$ cat src/hdl/ean8_pkg.sv
// Shared types, constants and lookup functions of the EAN-8 row scanner.
// Used by every module of the block; depends on nothing.
package ean8_pkg;

	localparam int MAX_MODULE_WIDTH = 15;
	localparam int CNT_W            = $clog2(MAX_MODULE_WIDTH + 1);
	localparam int LEAD_W           = 8;
	localparam int IDX_W            = 7;
	localparam int PAT_W            = 7;
	localparam int POS_W            = 3;
	localparam int DIGIT_W          = 4;
	localparam int NUM_DIGITS       = 10;
	localparam int HALF_DIGITS      = 4;

	localparam int LEFT_START    = 3;
	localparam int RIGHT_START   = 36;
	localparam int DIGIT_MODULES = 7;

	localparam logic [CNT_W-1:0]  RST_MODULE_WIDTH = CNT_W'(3);
	localparam logic [LEAD_W-1:0] RST_LEAD_PIXELS  = LEAD_W'(3);
	localparam logic [IDX_W-1:0]  IDX_MAX          = '1;
	localparam logic [POS_W-1:0]  POS_LAST         = '1;

	// Register indexes on the configuration port.
	localparam logic REG_MODULE_WIDTH = 1'b0;
	localparam logic REG_LEAD_PIXELS  = 1'b1;

	typedef logic [PAT_W-1:0] pat_t;

	// L-code and R-code patterns, first module in the most significant bit.
	localparam pat_t L_TABLE [NUM_DIGITS] = '{
		7'h0D, 7'h19, 7'h13, 7'h3D, 7'h23, 7'h31, 7'h2F, 7'h3B, 7'h37, 7'h0B
	};
	localparam pat_t R_TABLE [NUM_DIGITS] = '{
		7'h72, 7'h66, 7'h6C, 7'h42, 7'h5C, 7'h4E, 7'h50, 7'h44, 7'h48, 7'h74
	};

	// One finished digit window, handed from the framer to the decoder.
	typedef struct packed {
		pat_t             pattern;
		logic [POS_W-1:0] position;
	} evt_t;

	typedef struct packed {
		logic             hit;
		logic [POS_W-1:0] position;
	} win_t;

	typedef struct packed {
		logic               matched;
		logic [DIGIT_W-1:0] digit;
	} dec_t;

	// Tells whether module k is the seventh module of a digit window.
	function automatic win_t digit_end(input logic [IDX_W-1:0] k);
		win_t r;
		r = '0;
		for (int i = 0; i < HALF_DIGITS; i++) begin
			if (k == IDX_W'(LEFT_START + i * DIGIT_MODULES + DIGIT_MODULES - 1)) begin
				r.hit      = 1'b1;
				r.position = POS_W'(i);
			end
			if (k == IDX_W'(RIGHT_START + i * DIGIT_MODULES + DIGIT_MODULES - 1)) begin
				r.hit      = 1'b1;
				r.position = POS_W'(HALF_DIGITS + i);
			end
		end
		return r;
	endfunction

	// Matches a pattern against the L or R table; the lowest digit wins.
	function automatic dec_t lookup(input pat_t pat, input logic right_half);
		dec_t r;
		pat_t entry;
		r = '0;
		for (int j = NUM_DIGITS - 1; j >= 0; j--) begin
			entry = right_half ? R_TABLE[j] : L_TABLE[j];
			if (entry == pat) begin
				r.matched = 1'b1;
				r.digit   = DIGIT_W'(j);
			end
		end
		return r;
	endfunction

endpackage

$ cat src/hdl/ean8_apb_regs.sv
// APB-style configuration registers: module width and lead pixel count.
// Depends on ean8_pkg.
module ean8_apb_regs (
	input  logic                         clk,
	input  logic                         arst_n,
	input  logic                         psel,
	input  logic                         penable,
	input  logic                         pwrite,
	input  logic [2:0]                   paddr,
	input  logic [31:0]                  pwdata,
	output logic [31:0]                  prdata,
	output logic                         pready,
	output logic [ean8_pkg::CNT_W-1:0]   module_width,
	output logic [ean8_pkg::LEAD_W-1:0]  lead_pixels
);

	logic                        wr_en;
	logic [ean8_pkg::CNT_W-1:0]  width_q;
	logic [ean8_pkg::LEAD_W-1:0] lead_q;

	assign pready = 1'b1;
	assign wr_en  = psel & penable & pwrite;

	always_ff @(posedge clk or negedge arst_n) begin
		if (!arst_n) begin
			width_q <= ean8_pkg::RST_MODULE_WIDTH;
			lead_q  <= ean8_pkg::RST_LEAD_PIXELS;
		end else if (wr_en) begin
			if (paddr[2] == ean8_pkg::REG_MODULE_WIDTH) begin
				width_q <= pwdata[ean8_pkg::CNT_W-1:0];
			end else begin
				lead_q <= pwdata[ean8_pkg::LEAD_W-1:0];
			end
		end
	end

	always_comb begin
		if (paddr[2] == ean8_pkg::REG_MODULE_WIDTH) begin
			prdata = 32'(width_q);
		end else begin
			prdata = 32'(lead_q);
		end
	end

	assign module_width = width_q;
	assign lead_pixels  = lead_q;

endmodule

$ cat src/hdl/ean8_module_framer.sv
// Row counters: lead skip, per-module majority vote and digit window tracking.
// Holds a finished window in a stage register. Depends on ean8_pkg.
module ean8_module_framer (
	input  logic                         clk,
	input  logic                         arst_n,
	input  logic [ean8_pkg::CNT_W-1:0]   module_width,
	input  logic [ean8_pkg::LEAD_W-1:0]  lead_pixels,
	input  logic                         in_valid,
	output logic                         in_ready,
	input  logic                         pixel,
	input  logic                         row_end,
	output logic                         evt_valid,
	input  logic                         evt_ready,
	output ean8_pkg::evt_t               evt
);

	logic [ean8_pkg::LEAD_W-1:0] lead_count_q;
	logic [ean8_pkg::CNT_W-1:0]  pim_q;
	logic [ean8_pkg::CNT_W-1:0]  sum_q;
	logic [ean8_pkg::IDX_W-1:0]  index_q;
	ean8_pkg::pat_t              pat_q;
	logic                        valid_s1;
	ean8_pkg::evt_t              evt_s1;

	logic                        accept;
	logic [ean8_pkg::CNT_W-1:0]  w;
	logic                        in_lead;
	logic [ean8_pkg::CNT_W-1:0]  sum_nx;
	logic [ean8_pkg::CNT_W-1:0]  pim_nx;
	logic                        mod_done;
	logic                        mod_bit;
	ean8_pkg::pat_t              pat_nx;
	ean8_pkg::win_t              win;
	logic                        fire;

	assign in_ready = !valid_s1 || evt_ready;
	assign accept   = in_valid && in_ready;

	assign w        = (module_width == '0) ? ean8_pkg::CNT_W'(1) : module_width;
	assign in_lead  = lead_count_q < lead_pixels;
	assign sum_nx   = sum_q + ean8_pkg::CNT_W'(pixel);
	assign pim_nx   = pim_q + ean8_pkg::CNT_W'(1);
	assign mod_done = !in_lead && (pim_nx >= w);
	assign mod_bit  = sum_nx > (w >> 1);
	assign pat_nx   = {pat_q[ean8_pkg::PAT_W-2:0], mod_bit};
	assign win      = ean8_pkg::digit_end(index_q);
	assign fire     = accept && mod_done && win.hit;

	always_ff @(posedge clk or negedge arst_n) begin
		if (!arst_n) begin
			lead_count_q <= '0;
			pim_q        <= '0;
			sum_q        <= '0;
			index_q      <= '0;
			pat_q        <= '0;
		end else if (accept) begin
			if (row_end) begin
				lead_count_q <= '0;
				pim_q        <= '0;
				sum_q        <= '0;
				index_q      <= '0;
				pat_q        <= '0;
			end else if (in_lead) begin
				lead_count_q <= lead_count_q + ean8_pkg::LEAD_W'(1);
			end else if (mod_done) begin
				pim_q <= '0;
				sum_q <= '0;
				pat_q <= pat_nx;
				if (index_q != ean8_pkg::IDX_MAX) begin
					index_q <= index_q + ean8_pkg::IDX_W'(1);
				end
			end else begin
				pim_q <= pim_nx;
				sum_q <= sum_nx;
			end
		end
	end

	always_ff @(posedge clk or negedge arst_n) begin
		if (!arst_n) begin
			valid_s1 <= 1'b0;
		end else if (fire) begin
			valid_s1 <= 1'b1;
		end else if (evt_ready) begin
			valid_s1 <= 1'b0;
		end
	end

	always_ff @(posedge clk) begin
		if (fire) begin
			evt_s1.pattern  <= pat_nx;
			evt_s1.position <= win.position;
		end
	end

	assign evt_valid = valid_s1;
	assign evt       = evt_s1;

endmodule

$ cat src/hdl/ean8_digit_decode.sv
// Table match of a finished 7-module pattern and the result register.
// Depends on ean8_pkg.
module ean8_digit_decode (
	input  logic                          clk,
	input  logic                          arst_n,
	input  logic                          evt_valid,
	output logic                          evt_ready,
	input  ean8_pkg::evt_t                evt,
	output logic                          out_valid,
	input  logic                          out_ready,
	output logic [ean8_pkg::DIGIT_W-1:0]  digit,
	output logic [ean8_pkg::POS_W-1:0]    position,
	output logic                          matched,
	output logic                          last_digit
);

	logic                         valid_q;
	logic [ean8_pkg::DIGIT_W-1:0] digit_q;
	logic [ean8_pkg::POS_W-1:0]   position_q;
	logic                         matched_q;
	logic                         last_q;
	ean8_pkg::dec_t               dec;
	logic                         load;

	assign evt_ready = !valid_q || out_ready;
	assign load      = evt_valid && evt_ready;
	// The top position bit selects the right half and its R-code table.
	assign dec       = ean8_pkg::lookup(evt.pattern, evt.position[ean8_pkg::POS_W-1]);

	always_ff @(posedge clk or negedge arst_n) begin
		if (!arst_n) begin
			valid_q <= 1'b0;
		end else if (load) begin
			valid_q <= 1'b1;
		end else if (out_ready) begin
			valid_q <= 1'b0;
		end
	end

	always_ff @(posedge clk) begin
		if (load) begin
			digit_q    <= dec.digit;
			matched_q  <= dec.matched;
			position_q <= evt.position;
			last_q     <= evt.position == ean8_pkg::POS_LAST;
		end
	end

	assign out_valid  = valid_q;
	assign digit      = digit_q;
	assign position   = position_q;
	assign matched    = matched_q;
	assign last_digit = last_q;

endmodule

$ cat src/hdl/ean8_row_scanner.sv
// Top level of the EAN-8 row scanner: configuration port, framer and decoder.
// Depends on ean8_pkg, ean8_apb_regs, ean8_module_framer and ean8_digit_decode.
//
// The scanner takes one pixel of an image row per input transfer (1 for a
// black bar, 0 for white space) and returns one result transfer for each
// EAN-8 data digit it sees. After lead_pixels pixels are skipped, pixels are
// grouped into modules of module_width pixels (a width of zero acts as one),
// and a module reads as black when its black-pixel count exceeds half the
// width, rounded down. Modules 3 to 30 carry four L-coded digits and modules
// 36 to 63 four R-coded digits; each digit is reported with its position,
// a matched flag (digit is 0 when the pattern is not in its half's table) and a
// last_digit flag on position 7. A pixel that carries row_end clears all row
// counters; a digit window that it closes is still reported, but a partial
// module at that point is dropped. The block accepts one pixel every clock
// cycle while in_ready is high: counters update in the cycle of the transfer, a
// finished digit window sits in one stage register, and the table match
// feeds the result register. in_ready only
// drops when both the stage register and the result register are full and
// out_ready is low. Configuration is written through the APB-style port at
// byte address 0 (module_width) and 4 (lead_pixels) while the block is idle.
module ean8_row_scanner (
	input  logic                          clk,
	input  logic                          arst_n,
	input  logic                          psel,
	input  logic                          penable,
	input  logic                          pwrite,
	input  logic [2:0]                    paddr,
	input  logic [31:0]                   pwdata,
	output logic [31:0]                   prdata,
	output logic                          pready,
	input  logic                          in_valid,
	output logic                          in_ready,
	input  logic                          pixel,
	input  logic                          row_end,
	output logic                          out_valid,
	input  logic                          out_ready,
	output logic [ean8_pkg::DIGIT_W-1:0]  digit,
	output logic [ean8_pkg::POS_W-1:0]    position,
	output logic                          matched,
	output logic                          last_digit
);

	logic [ean8_pkg::CNT_W-1:0]  module_width;
	logic [ean8_pkg::LEAD_W-1:0] lead_pixels;
	logic                        evt_valid;
	logic                        evt_ready;
	ean8_pkg::evt_t              evt;

	ean8_apb_regs u_regs (
		.clk          (clk),
		.arst_n       (arst_n),
		.psel         (psel),
		.penable      (penable),
		.pwrite       (pwrite),
		.paddr        (paddr),
		.pwdata       (pwdata),
		.prdata       (prdata),
		.pready       (pready),
		.module_width (module_width),
		.lead_pixels  (lead_pixels)
	);

	// Counts lead pixels and module pixels, and captures each finished
	// digit window together with its position.
	ean8_module_framer u_framer (
		.clk          (clk),
		.arst_n       (arst_n),
		.module_width (module_width),
		.lead_pixels  (lead_pixels),
		.in_valid     (in_valid),
		.in_ready     (in_ready),
		.pixel        (pixel),
		.row_end      (row_end),
		.evt_valid    (evt_valid),
		.evt_ready    (evt_ready),
		.evt          (evt)
	);

	// Matches the window against the L or R table and holds the result
	// until the output transfer completes.
	ean8_digit_decode u_decode (
		.clk        (clk),
		.arst_n     (arst_n),
		.evt_valid  (evt_valid),
		.evt_ready  (evt_ready),
		.evt        (evt),
		.out_valid  (out_valid),
		.out_ready  (out_ready),
		.digit      (digit),
		.position   (position),
		.matched    (matched),
		.last_digit (last_digit)
	);

endmodule
$ cat config.mk
export PLATFORM = sky130hd
export DESIGN_NAME = ean8_row_scanner
export DESIGN_NICKNAME = d
export VERILOG_FILES = /design/src/hdl/ean8_pkg.sv /design/src/hdl/ean8_apb_regs.sv /design/src/hdl/ean8_module_framer.sv /design/src/hdl/ean8_digit_decode.sv /design/src/hdl/ean8_row_scanner.sv
export SDC_FILE = /design/constraint.sdc
export NUM_CORES = 1
export LEC_CHECK = 0
export ABC_AREA = 1
export BUFFER_PORTS_ARGS = -buffer_cell sky130_fd_sc_hd__buf_2
export CAP_MARGIN = 40
export CORE_MARGIN = 5
export CORE_UTILIZATION = 59
export CTS_CLUSTER_DIAMETER = 150
export CTS_CLUSTER_SIZE = 24
export DETAILED_ROUTE_END_ITERATION = 10
export GPL_ROUTABILITY_DRIVEN = 1
export PLACE_DENSITY = 0.85
export SLEW_MARGIN = 15
export SYNTH_ARGS = -nofsm -noshare
export SYNTH_HDL_FRONTEND = slang
export SYNTH_SLANG_ARGS = --single-unit
$ cat constraint.sdc
create_clock -name clk -period 4.8 [get_ports clk]
set_clock_uncertainty 0.15 [all_clocks]
set_input_delay 0.48 -clock clk [delete_from_list [all_inputs] [get_ports clk]]
set_output_delay 0.48 -clock clk [all_outputs]
set_load 0.01 [all_outputs]
==> flow_summary_export.csv, run 1 <==
group,metric,value,unit
pwr,power.leakage,0.00223,uW
detailed_routing,via_per_inst,5.25,
worst_setup_path,critPathArrivalTime,2.56,ns
pwr,powerDensity,318,nW/um2
min_path,hold_path_class,"primary input to flop",
clocking,postCtsSetupRepairBufs,0,
pwr,internal_power,984,uW
die,start_util,60.4,%
placement,dpl-instance-area,3960,um2
clocking,clk_path_buf_depth,2,
sta,setup_viol,0,
synth,avgSynthCellArea,8.60,um2
die,die_area,8170,um2
worst_setup_path,max_stage_delay,0.43,ns
synth,synth_edf_count,19,
grt,antenna_found_initial,0,
synth,yosysSeqAreaShare,43.3,%
synth,synth-async-reset-ratio,69.4,%
worst_setup_path,r2r_setup_slack,2.09,ns
clocking,clkTransAtPathRegs,0.07,ns
worst_setup_path,start_kind,"flop",
placement,place_congestion,0.915,
worst_setup_path,worst-path-buf-inv,2,
sta,setup_tns,0,ns
grt,grt_max_degree,34,
clocking,clk_latency,0.35,ns
die,std_cell_rows,29,
synth,synth_compound_area_share,6.70,%
clocking,numClockSinks,62,
die,die_y,90.4,um
detailed_routing,drc_errors,0,
finish,antenna_cells,0,
pwr,ir_drop,0.000255,V
clocking,cts_resized,0,
grt,grt_pass1_vias,2816,
placement,numPortBuffers,36,
detailed_routing,num_vias,2974,
worst_setup_path,cp-endpoint,"u_framer.evt[5]",
sta,slew_headroom,44.5,%
synth,yosysUniqueCellTypes,42,
clocking,clock-root-buffer,"clkbuf_8",
sta,layout_setup_ws,2.09,ns
finish,fin_area,4220,um2
worst_setup_path,crit_fanout,10,
synth,yosys.area_share.simple,24.8,%
finish,drive_gt1_share,17.2,%
pwr,seqPwrFrac,45.1,%
synth,synth_xor_area_share,5.94,%
grt,grt_use_total,18.6,%
synth,yosysWarnings,0,
worst_setup_path,critPathCaptureType,"flop",
synth,synth-seq-cells,62,
worst_setup_path,r2r-end,"u_framer.evt[5]",
worst_setup_path,crit_type,"flop to flop",
sta,rsz0062_at_grt,"no",
clocking,h-tree-depth,3,
grt,overflow,0,
detailed_routing,wl,7.40,mm
synth,synthAdderAreaFrac,7.22,%
synth,syn-cell-area,3810,um2
grt,grt_pass1_wl,12.6,mm
sta,whs,0.218,ns
pwr,switching_power,356,uW
finish,final_nets,550,
die,coreArea,6310,um2
clocking,numCtsBuffers,9,
worst_setup_path,critPathSlowestCell,"dfrtp_1",
worst_setup_path,ff2ff_path_depth,9,
sta,post-route-period-util,56.4,%
detailed_routing,drtPass1Iterations,5,
clocking,cts_tree,"built",
synth,synth_ff_type,"dfrtp_1",
placement,place_ws,2.12,ns
sta,fin_crit,2.71,ns
detailed_routing,drtIter0Drc,195,
worst_setup_path,cp_num_cells,9,
worst_setup_path,path_delay_family,"adder cells",
pwr,clkPwrFrac,41.2,%
sta,fmax,369,MHz
clocking,cts_hold_buf,1,
worst_setup_path,crit_required,4.66,ns
detailed_routing,wire_per_inst,13.1,um
sta,drv_slew,0,
job,cap_violations,0,
placement,dp_hpwl,5.44,mm
detailed_routing,ant_nets,0,
synth,netlist_instances,443,
worst_setup_path,critPathLaunch,"u_framer.pim_q[0]",
worst_setup_path,r2r-start,"u_framer.pim_q[0]",
synth,synth_top_family_by_area,"simple AND/OR/NAND/NOR gates",
run_status,status,"complete, no violations",
synth,synthMuxAreaShare,0,%
sta,worst_slew_pin_slew,0.832,ns
finish,n_fill_cell,469,
sta,hold_viol,0,
finish,area_delta_synth_final,10.6,%
die,die_x,90.4,um
finish,utilization,66.8,%
die,io_pins,88,
pwr,sw_frac_of_total,26.6,%
pwr,combPwrFrac,13.7,%
worst_setup_path,crit_chain,"ha_1, ha_1, inv_1, o21bai_1, nand3_1, nand3_1, nand3_2, o21bai_1, inv_1",
==> synth_stat cells, drive strengths merged, types with 2 or more instances <==
library cell | number | share of area, %
buf | 28 | 5.9
xor2 | 8 | 2.8
dfstp | 4 | 2.8
edfxtp | 19 | 15
dfrtp | 39 | 26
nand3 | 40 | 5.6
a21oi | 14 | 1.8
clkbuf | 4 | 0.39
nor2 | 34 | 4.1
o21ai | 26 | 3.5
inv | 56 | 5.5
conb | 2 | 0.20
nand2 | 111 | 11
nor3 | 5 | 0.92
o21bai | 2 | 0.39
nor3b | 2 | 0.39
nand4 | 9 | 1.5
ha | 22 | 7.2
xnor2 | 8 | 3.1
and3 | 2 | 0.33
==> registers in the layout, indices dropped and copies added (netlist names), 3 cells and up <==
signal / cells
u_framer.sum_q: 4
u_regs.module_width: 4
u_framer.evt: 10
u_framer.index_q: 7
u_framer.pat_q: 6
u_framer.lead_count_q: 8
u_framer.pim_q: 4
u_decode.digit: 4
u_decode.position: 3
u_regs.lead_pixels: 8
==> area by class of cell <==
type	instances	area (um2)	area share [%]
Clock inverter	7	113	2.67
Clock buffer	9	124	2.94
Tap cell	77	96.3	2.28
Sequential cell	62	1650	39.2
Timing Repair Buffer	39	225	5.34
Inverter	56	210	4.99
Multi-Input combinational cell	316	1800	42.6
==> metal layers <==
layer  track usage [%]  wire, um  vias to the layer above
li1                  -         -                     1479
met1              22.0      3040                     1397
met2              32.6      3790                       87
met3              5.17       448                       11
met4              6.08       121                        0
met5                 0         0                        -
==> cell families after synthesis <==
| logic type | Yosys count |
|---|---|
| flip-flops | 62 |
| XOR/XNOR | 16 |
| buffers and inverters | 88 |
| other | 2 |
| AND/OR/NAND/NOR | 206 |
| AO/OA/AOI/OAI | 47 |
| adder cells (fa/ha/maj) | 22 |
==> cells in the final DEF (no fill, tap or decap), drive strengths merged, types with 3 or more instances in the layout <==
cell    count
nand2     111
buf        38
inv        56
nand3      40
dfstp       4
xnor2       8
edfxtp     19
bufinv      3
o21ai      26
nor2       34
nand4       9
a21oi      14
xor2        8
ha         22
nor3        5
clkinv      3
conb       25
clkbuf      9
dfrtp      39
==> how the worst min path moves through the flow <==
stage	endpoint	startpoint	cells after the start
floorplan	u_decode.out_valid	arst_n	0
global placement	u_decode.position[1]	u_framer.evt[1]	0
detailed placement	u_regs.module_width[3]	arst_n	1
CTS	u_regs.module_width[0]	pwdata[0]	3
global route	u_regs.module_width[2]	pwdata[2]	3
finish	u_regs.module_width[0]	pwdata[0]	3
==> tightest hold or removal path: stages <==
cell     delay, ns
buf_2         0.10
inv_1         0.05
o21ai_0       0.08
==> power by group through the flow <==
stage / clock network (uW) / logic [uW] / registers (uW)
after detailed placement: 0 / 182 / 613
final: 553 / 183 / 604
after global placement: 0 / 172 / 612
after global routing: 584 / 214 / 608
after CTS: 560 / 184 / 603
after floorplan: 0 / 144 / 606
==> per-stage QoR <==
| step | instances | power, uW |
|---|---|---|
| after floorplan | 466 | 750 |
| after global placement | 547 | 784 |
| after detailed placement | 548 | 795 |
| after CTS | 565 | 1350 |
| after global routing | 566 | 1410 |
| final | 566 | 1340 |
Note: power is estimated with default switching activity, not from simulation.
==> run 2, diff against run 1 <==
--- a/config.mk
+++ b/config.mk
@@ -9,12 +9,12 @@
 export BUFFER_PORTS_ARGS = -buffer_cell sky130_fd_sc_hd__buf_2
 export CAP_MARGIN = 40
 export CORE_MARGIN = 5
-export CORE_UTILIZATION = 59
+export CORE_UTILIZATION = 49
 export CTS_CLUSTER_DIAMETER = 150
 export CTS_CLUSTER_SIZE = 24
 export DETAILED_ROUTE_END_ITERATION = 10
 export GPL_ROUTABILITY_DRIVEN = 1
-export PLACE_DENSITY = 0.85
+export PLACE_DENSITY = 0.76
 export SLEW_MARGIN = 15
 export SYNTH_ARGS = -nofsm -noshare
 export SYNTH_HDL_FRONTEND = slang
==> constraint.sdc (replaced) <==
create_clock -name clk -period 2.4 [get_ports clk]
set_clock_uncertainty 0.15 [all_clocks]
set_input_delay 0.24 -clock clk [delete_from_list [all_inputs] [get_ports clk]]
set_output_delay 0.24 -clock clk [all_outputs]
set_load 0.01 [all_outputs]
==> flow_summary_export.csv, run 2 (synthesis results as in run 1) <==
group,metric,value,unit
clocking,clk_latency,0.33,ns
grt,grt_use_total,15.3,%
sta,layout_setup_ws,0.143,ns
worst_setup_path,start_kind,"flop",
detailed_routing,drc_errors,0,
finish,final_cells,601,
die,coreArea,7650,um2
die,io_pins,88,
finish,area_delta_synth_final,14.7,%
finish,antenna_cells,0,
clocking,clk_path_buf_depth,2,
min_path,hold_start,"out_ready",
sta,fin_crit,2.26,ns
sta,setup_tns,0,ns
clocking,h-tree-depth,3,
placement,dp.cells,578,
placement,place_congestion,0.852,
finish,final_nets,560,
sta,drv_slew,0,
worst_setup_path,critPathCaptureType,"flop",
sta,setup_viol,0,
worst_setup_path,crit_required,2.47,ns
die,start_util,49.8,%
placement,place_ws,0.0972,ns
sta,hold_viol,0,
worst_setup_path,critPathLaunch,"u_framer.pim_q[0]",
die,die_area,9640,um2
finish,largest_reg_flops,10,
finish,final_cell_mix,"107 x nand2_1, 51 x inv_1, 39 x dfrtp_1, 36 x nand3_1, 36 x buf_2",
min_path,hold_end,"u_decode.out_valid",
sta,fmax,443,MHz
grt,antenna_found_initial,0,
worst_setup_path,r2r-start,"u_framer.pim_q[0]",
clocking,clock-root-buffer,"clkbuf_8",
die,std_cell_rows,32,
detailed_routing,drtPass1Iterations,4,
run_status,status,"complete, no violations",
die,die_y,98.2,um
pwr,switching_power,710,uW
grt,grt_pass1_wl,12.3,mm
clocking,cts_tree,"built",
pwr,powerDensity,640,nW/um2
detailed_routing,wl,7.00,mm
sta,post-route-period-util,94.0,%
placement,dp_hpwl,5.18,mm
finish,drive_gt1_share,19.0,%
grt,grt_max_degree,26,
worst_setup_path,ff2ff_path_depth,12,
detailed_routing,via_per_inst,4.87,
pwr,combPwrFrac,13.3,%
sta,whs,0.0241,ns
pwr,seqPwrFrac,43.1,%
worst_setup_path,r2r-end,"u_framer.index_q[5]",
job,cap_violations,0,
pwr,power.leakage,0.00228,uW
detailed_routing,ant_nets,0,
pwr,sw_frac_of_total,25.4,%
worst_setup_path,crit_type,"flop to flop",
finish,layout_commonest_cell,"nand2_1",
detailed_routing,drtIter0Drc,115,
worst_setup_path,critPathArrivalTime,2.33,ns
worst_setup_path,crit_fanout,8,
pwr,internal_power,2090,uW
detailed_routing,wire_per_inst,11.6,um
clocking,numClockSinks,62,
clocking,numCtsBuffers,9,
placement,numPortBuffers,36,
die,die_x,98.2,um
min_path,hold_path_depth,4,
pwr,clkPwrFrac,43.5,%
grt,grt_pass1_vias,2868,
worst_setup_path,r2r_setup_slack,0.14,ns
detailed_routing,num_vias,2925,
clocking,clkTransAtPathRegs,0.07,ns
grt,overflow,0,
pwr,ir_drop,0.000514,V
min_path,hold_path_class,"primary input to flop",
-- run 2: worst max-delay path, cell delays in order, from the launching register on --
cell and delay, ns:
dfrtp_1 0.39, ha_1 0.32, ha_1 0.30, inv_1 0.04, o21bai_1 0.13, nand3_1 0.11, nand3_2 0.10, nand3_2 0.10
buf_4 0.19, nand2_4 0.12, nand2_4 0.09, nand2_1 0.07, nand2_1 0.05
-- run 2: per-layer routing --
layer  GRT usage (%)  share of wire (%)  vias to the layer above
met2            27.5                 53                       63
met1            18.0                 41                     1362
met4            3.78               0.73                        0
li1                -                  -                     1495
met5               0                  0                        -
met3            4.21                5.4                        5
-- run 2: layout make-up --
type	count	area (um2)
Fill cell	668	3280
Multi-Input combinational cell	316	1820
Sequential cell	62	1650
Timing Repair Buffer	48	283
Inverter	56	210
Clock inverter	7	145
Tap cell	102	128
Clock buffer	9	124
Timing Repair inverter	1	7.51
-- run 2: how the worst max path moves through the flow --
stage / end / slack [ns]
after floorplan: u_framer.evt[0] / 0.07
after global placement: u_framer.evt[3] / 0.14
after detailed placement: u_framer.evt[3] / 0.1
after CTS: u_framer.evt[4] / 0.07
after global routing: u_framer.index_q[5] / -0.001
final: u_framer.index_q[5] / 0.14
-- run 2: power by group through the flow --
stage	Sequential [uW]	Combinational [uW]	Clock, uW
after floorplan	1210	288	0
after global placement	1220	346	0
after detailed placement	1230	360	0
after CTS	1210	371	1250
after global routing	1210	439	1300
final	1210	373	1220
-- run 2: repair_timing --
action                                 CTS  global route
endpoints found under the hold margin   23             0
resized for setup                        0             6
setup buffers                            0             1
hold buffers                             5             0
setup endpoints to repair                0            16
-- run 2: stage by stage --
stage               total power, uW  instance area (um2)  util [%]
floorplan                      1500                 3900         -
finish                         2800                 4370      57.2
global placement               1570                 4010      52.5
global route                   2960                 4370      57.2
detailed placement             1590                 4010      52.5
CTS                            2830                 4330      56.6
==> run 3, diff against run 2 <==
--- a/config.mk
+++ b/config.mk
@@ -9,12 +9,12 @@
 export BUFFER_PORTS_ARGS = -buffer_cell sky130_fd_sc_hd__buf_2
 export CAP_MARGIN = 40
 export CORE_MARGIN = 5
-export CORE_UTILIZATION = 49
+export CORE_UTILIZATION = 40
 export CTS_CLUSTER_DIAMETER = 150
 export CTS_CLUSTER_SIZE = 24
 export DETAILED_ROUTE_END_ITERATION = 10
 export GPL_ROUTABILITY_DRIVEN = 1
-export PLACE_DENSITY = 0.76
+export PLACE_DENSITY = 0.64
 export SLEW_MARGIN = 15
 export SYNTH_ARGS = -nofsm -noshare
 export SYNTH_HDL_FRONTEND = slang
==> flow_summary_export.csv, run 3 (synthesis results as in run 1) <==
group,metric,value,unit
run_status,status,"complete, no violations",
clocking,numCtsBuffers,9,
detailed_routing,wl,7.12,mm
pwr,internal_power,1780,uW
detailed_routing,drtIter0Drc,122,
die,coreArea,9280,um2
detailed_routing,drtPass1Iterations,5,
worst_setup_path,start_kind,"flop",
clocking,cts_tree,"built",
die,io_pins,88,
grt,grt_use_total,13.2,%
detailed_routing,num_vias,2952,
grt,antenna_found_initial,0,
die,start_util,41.1,%
pwr,ir_drop,0.000287,V
min_path,hold_end,"u_decode.out_valid",
die,die_x,108,um
detailed_routing,dr_wl_met2,3.30,mm
pwr,sw_frac_of_total,29.2,%
worst_setup_path,r2r-start,"u_framer.pim_q[1]",
placement,numPortBuffers,36,
clocking,clock-root-buffer,"clkbuf_8",
detailed_routing,drc_errors,0,
pwr,power.leakage,0.00225,uW
detailed_routing,wl_met3,399,um
die,std_cell_rows,35,
sta,hold_viol,0,
worst_setup_path,r2r-end,"u_framer.index_q[2]",
grt,grt_pass1_vias,2763,
placement,place_congestion,0.893,
pwr,switching_power,731,uW
clocking,numClockSinks,62,
clocking,clkTransAtPathRegs,0.07,ns
detailed_routing,wire_per_inst,11.3,um
worst_setup_path,critPathCaptureType,"flop",
grt,overflow,0,
finish,n_fill_cell,870,
sta,fin_crit,2.24,ns
pwr,combPwrFrac,15.1,%
detailed_routing,via_per_inst,4.67,
die,die_y,108,um
worst_setup_path,crit_type,"flop to flop",
finish,largest_reg_flops,10,
sta,layout_setup_ws,0.161,ns
worst_setup_path,ff2ff_path_depth,12,
job,cap_violations,0,
clocking,postCtsSetupRepairBufs,0,
sta,setup_tns,0,ns
sta,setup_viol,0,
pwr,seqPwrFrac,48.2,%
finish,layout_commonest_cell,"nand2_1",
detailed_routing,top_layer,"met4",
worst_setup_path,r2r_setup_slack,0.16,ns
clocking,clk_path_buf_depth,2,
worst_setup_path,critPathArrivalTime,2.33,ns
sta,fmax,447,MHz
finish,final_cell_mix,"107 x nand2_1, 51 x inv_1, 39 x dfrtp_1, 36 x nand3_1, 36 x buf_2",
finish,drive_gt1_share,18.5,%
finish,area_delta_synth_final,14.5,%
detailed_routing,ant_nets,0,
finish,final_nets,564,
die,die_area,11600,um2
sta,post-route-period-util,93.3,%
min_path,hold_path_class,"primary input to flop",
clocking,clk_latency,0.34,ns
sta,drv_slew,0,
finish,antenna_cells,0,
min_path,hold_path_depth,4,
worst_setup_path,crit_fanout,8,
grt,grt_pass1_wl,12.3,mm
grt,grt_max_degree,21,
placement,dp_hpwl,5.29,mm
placement,place_ws,0.0768,ns
pwr,clkPwrFrac,36.8,%
clocking,h-tree-depth,3,
detailed_routing,drt-met1-wl,3.25,mm
min_path,hold_start,"out_ready",
pwr,powerDensity,574,nW/um2
worst_setup_path,crit_required,2.49,ns
[run 3: cell types whose count changed in the layout (fill, tap and decap cells not counted), sizes merged]
cell | before | now
dlygate4sd3 | 5 | 9
bufinv | 4 | 1
clkinv | 1 | 3
inv | 57 | 58
[run 3: layout make-up]
type	count	area, um2	share of cell area (%)
multi-input cells	316	1820	41.6
flip-flops and latches	62	1650	37.8
repair buffers	52	323	7.39
inverters	56	210	4.82
well taps	129	161	3.70
clock buffers	9	124	2.84
clock inverters	7	72.6	1.66
repair inverters	1	7.51	0.172
[run 3: worst max-delay path, cell delays in order (launching register included)]
cell	delay, ns
dfrtp_1	0.40
ha_1	0.20
xnor2_1	0.20
inv_1	0.07
ha_1	0.29
nand4_1	0.09
nand3_2	0.11
nand3_2	0.11
buf_4	0.19
nand2_4	0.12
nand2_4	0.09
nand2_1	0.07
nand2_1	0.05
[run 3: power groups by stage]
stage	sequential (uW)	combinational [uW]	clock (uW)
final	1210	377	922
after global routing	1220	443	1020
after CTS	1210	378	964
after detailed placement	1230	365	0
after global placement	1230	354	0
after floorplan	1210	288	0
[run 3: per-stage QoR]
| step | area [um2] | power [uW] | utilization (%) | hold WS, ns | instances |
|---|---|---|---|---|---|
| after floorplan | 3900 | 1500 | - | -0.206 | 466 |
| after global placement | 4050 | 1580 | 43.7 | 0.0715 | 606 |
| after detailed placement | 4050 | 1590 | 43.7 | 0.0744 | 606 |
| after CTS | 4340 | 2550 | 46.7 | 0.00953 | 631 |
| after global routing | 4370 | 2670 | 47.0 | 0.0513 | 632 |
| final | 4370 | 2510 | 47.0 | 0.0258 | 632 |
[run 3: what timing repair did]
action                     4_1_cts  5_1_grt
gates resized for setup          0        7
hold endpoints to repair        24        0
hold buffers                     9        0
setup endpoints to repair        0       21
[run 3: worst max path at each step]
| stage | from | to | slack [ns] | depth (start not counted) |
|---|---|---|---|---|
| 2_1_floorplan | u_framer.pim_q[0] | u_framer.evt[0] | 0.07 | 9 |
| 3_3_place_gp | u_framer.pim_q[1] | u_framer.evt[5] | 0.12 | 9 |
| 3_5_place_dp | u_framer.pim_q[1] | u_framer.evt[5] | 0.08 | 9 |
| 4_1_cts | u_framer.pim_q[1] | u_framer.evt[5] | 0.06 | 9 |
| 5_1_grt | u_framer.pim_q[1] | u_framer.index_q[1] | -0.01 | 12 |
| 6_report | u_framer.pim_q[1] | u_framer.index_q[2] | 0.16 | 12 |
[run 3: routing by layer]
metal	up-vias	track usage, %
met5	-	0
met4	0	5.68
met3	15	3.36
met2	83	21.9
met1	1351	16.2
li1	1503	-
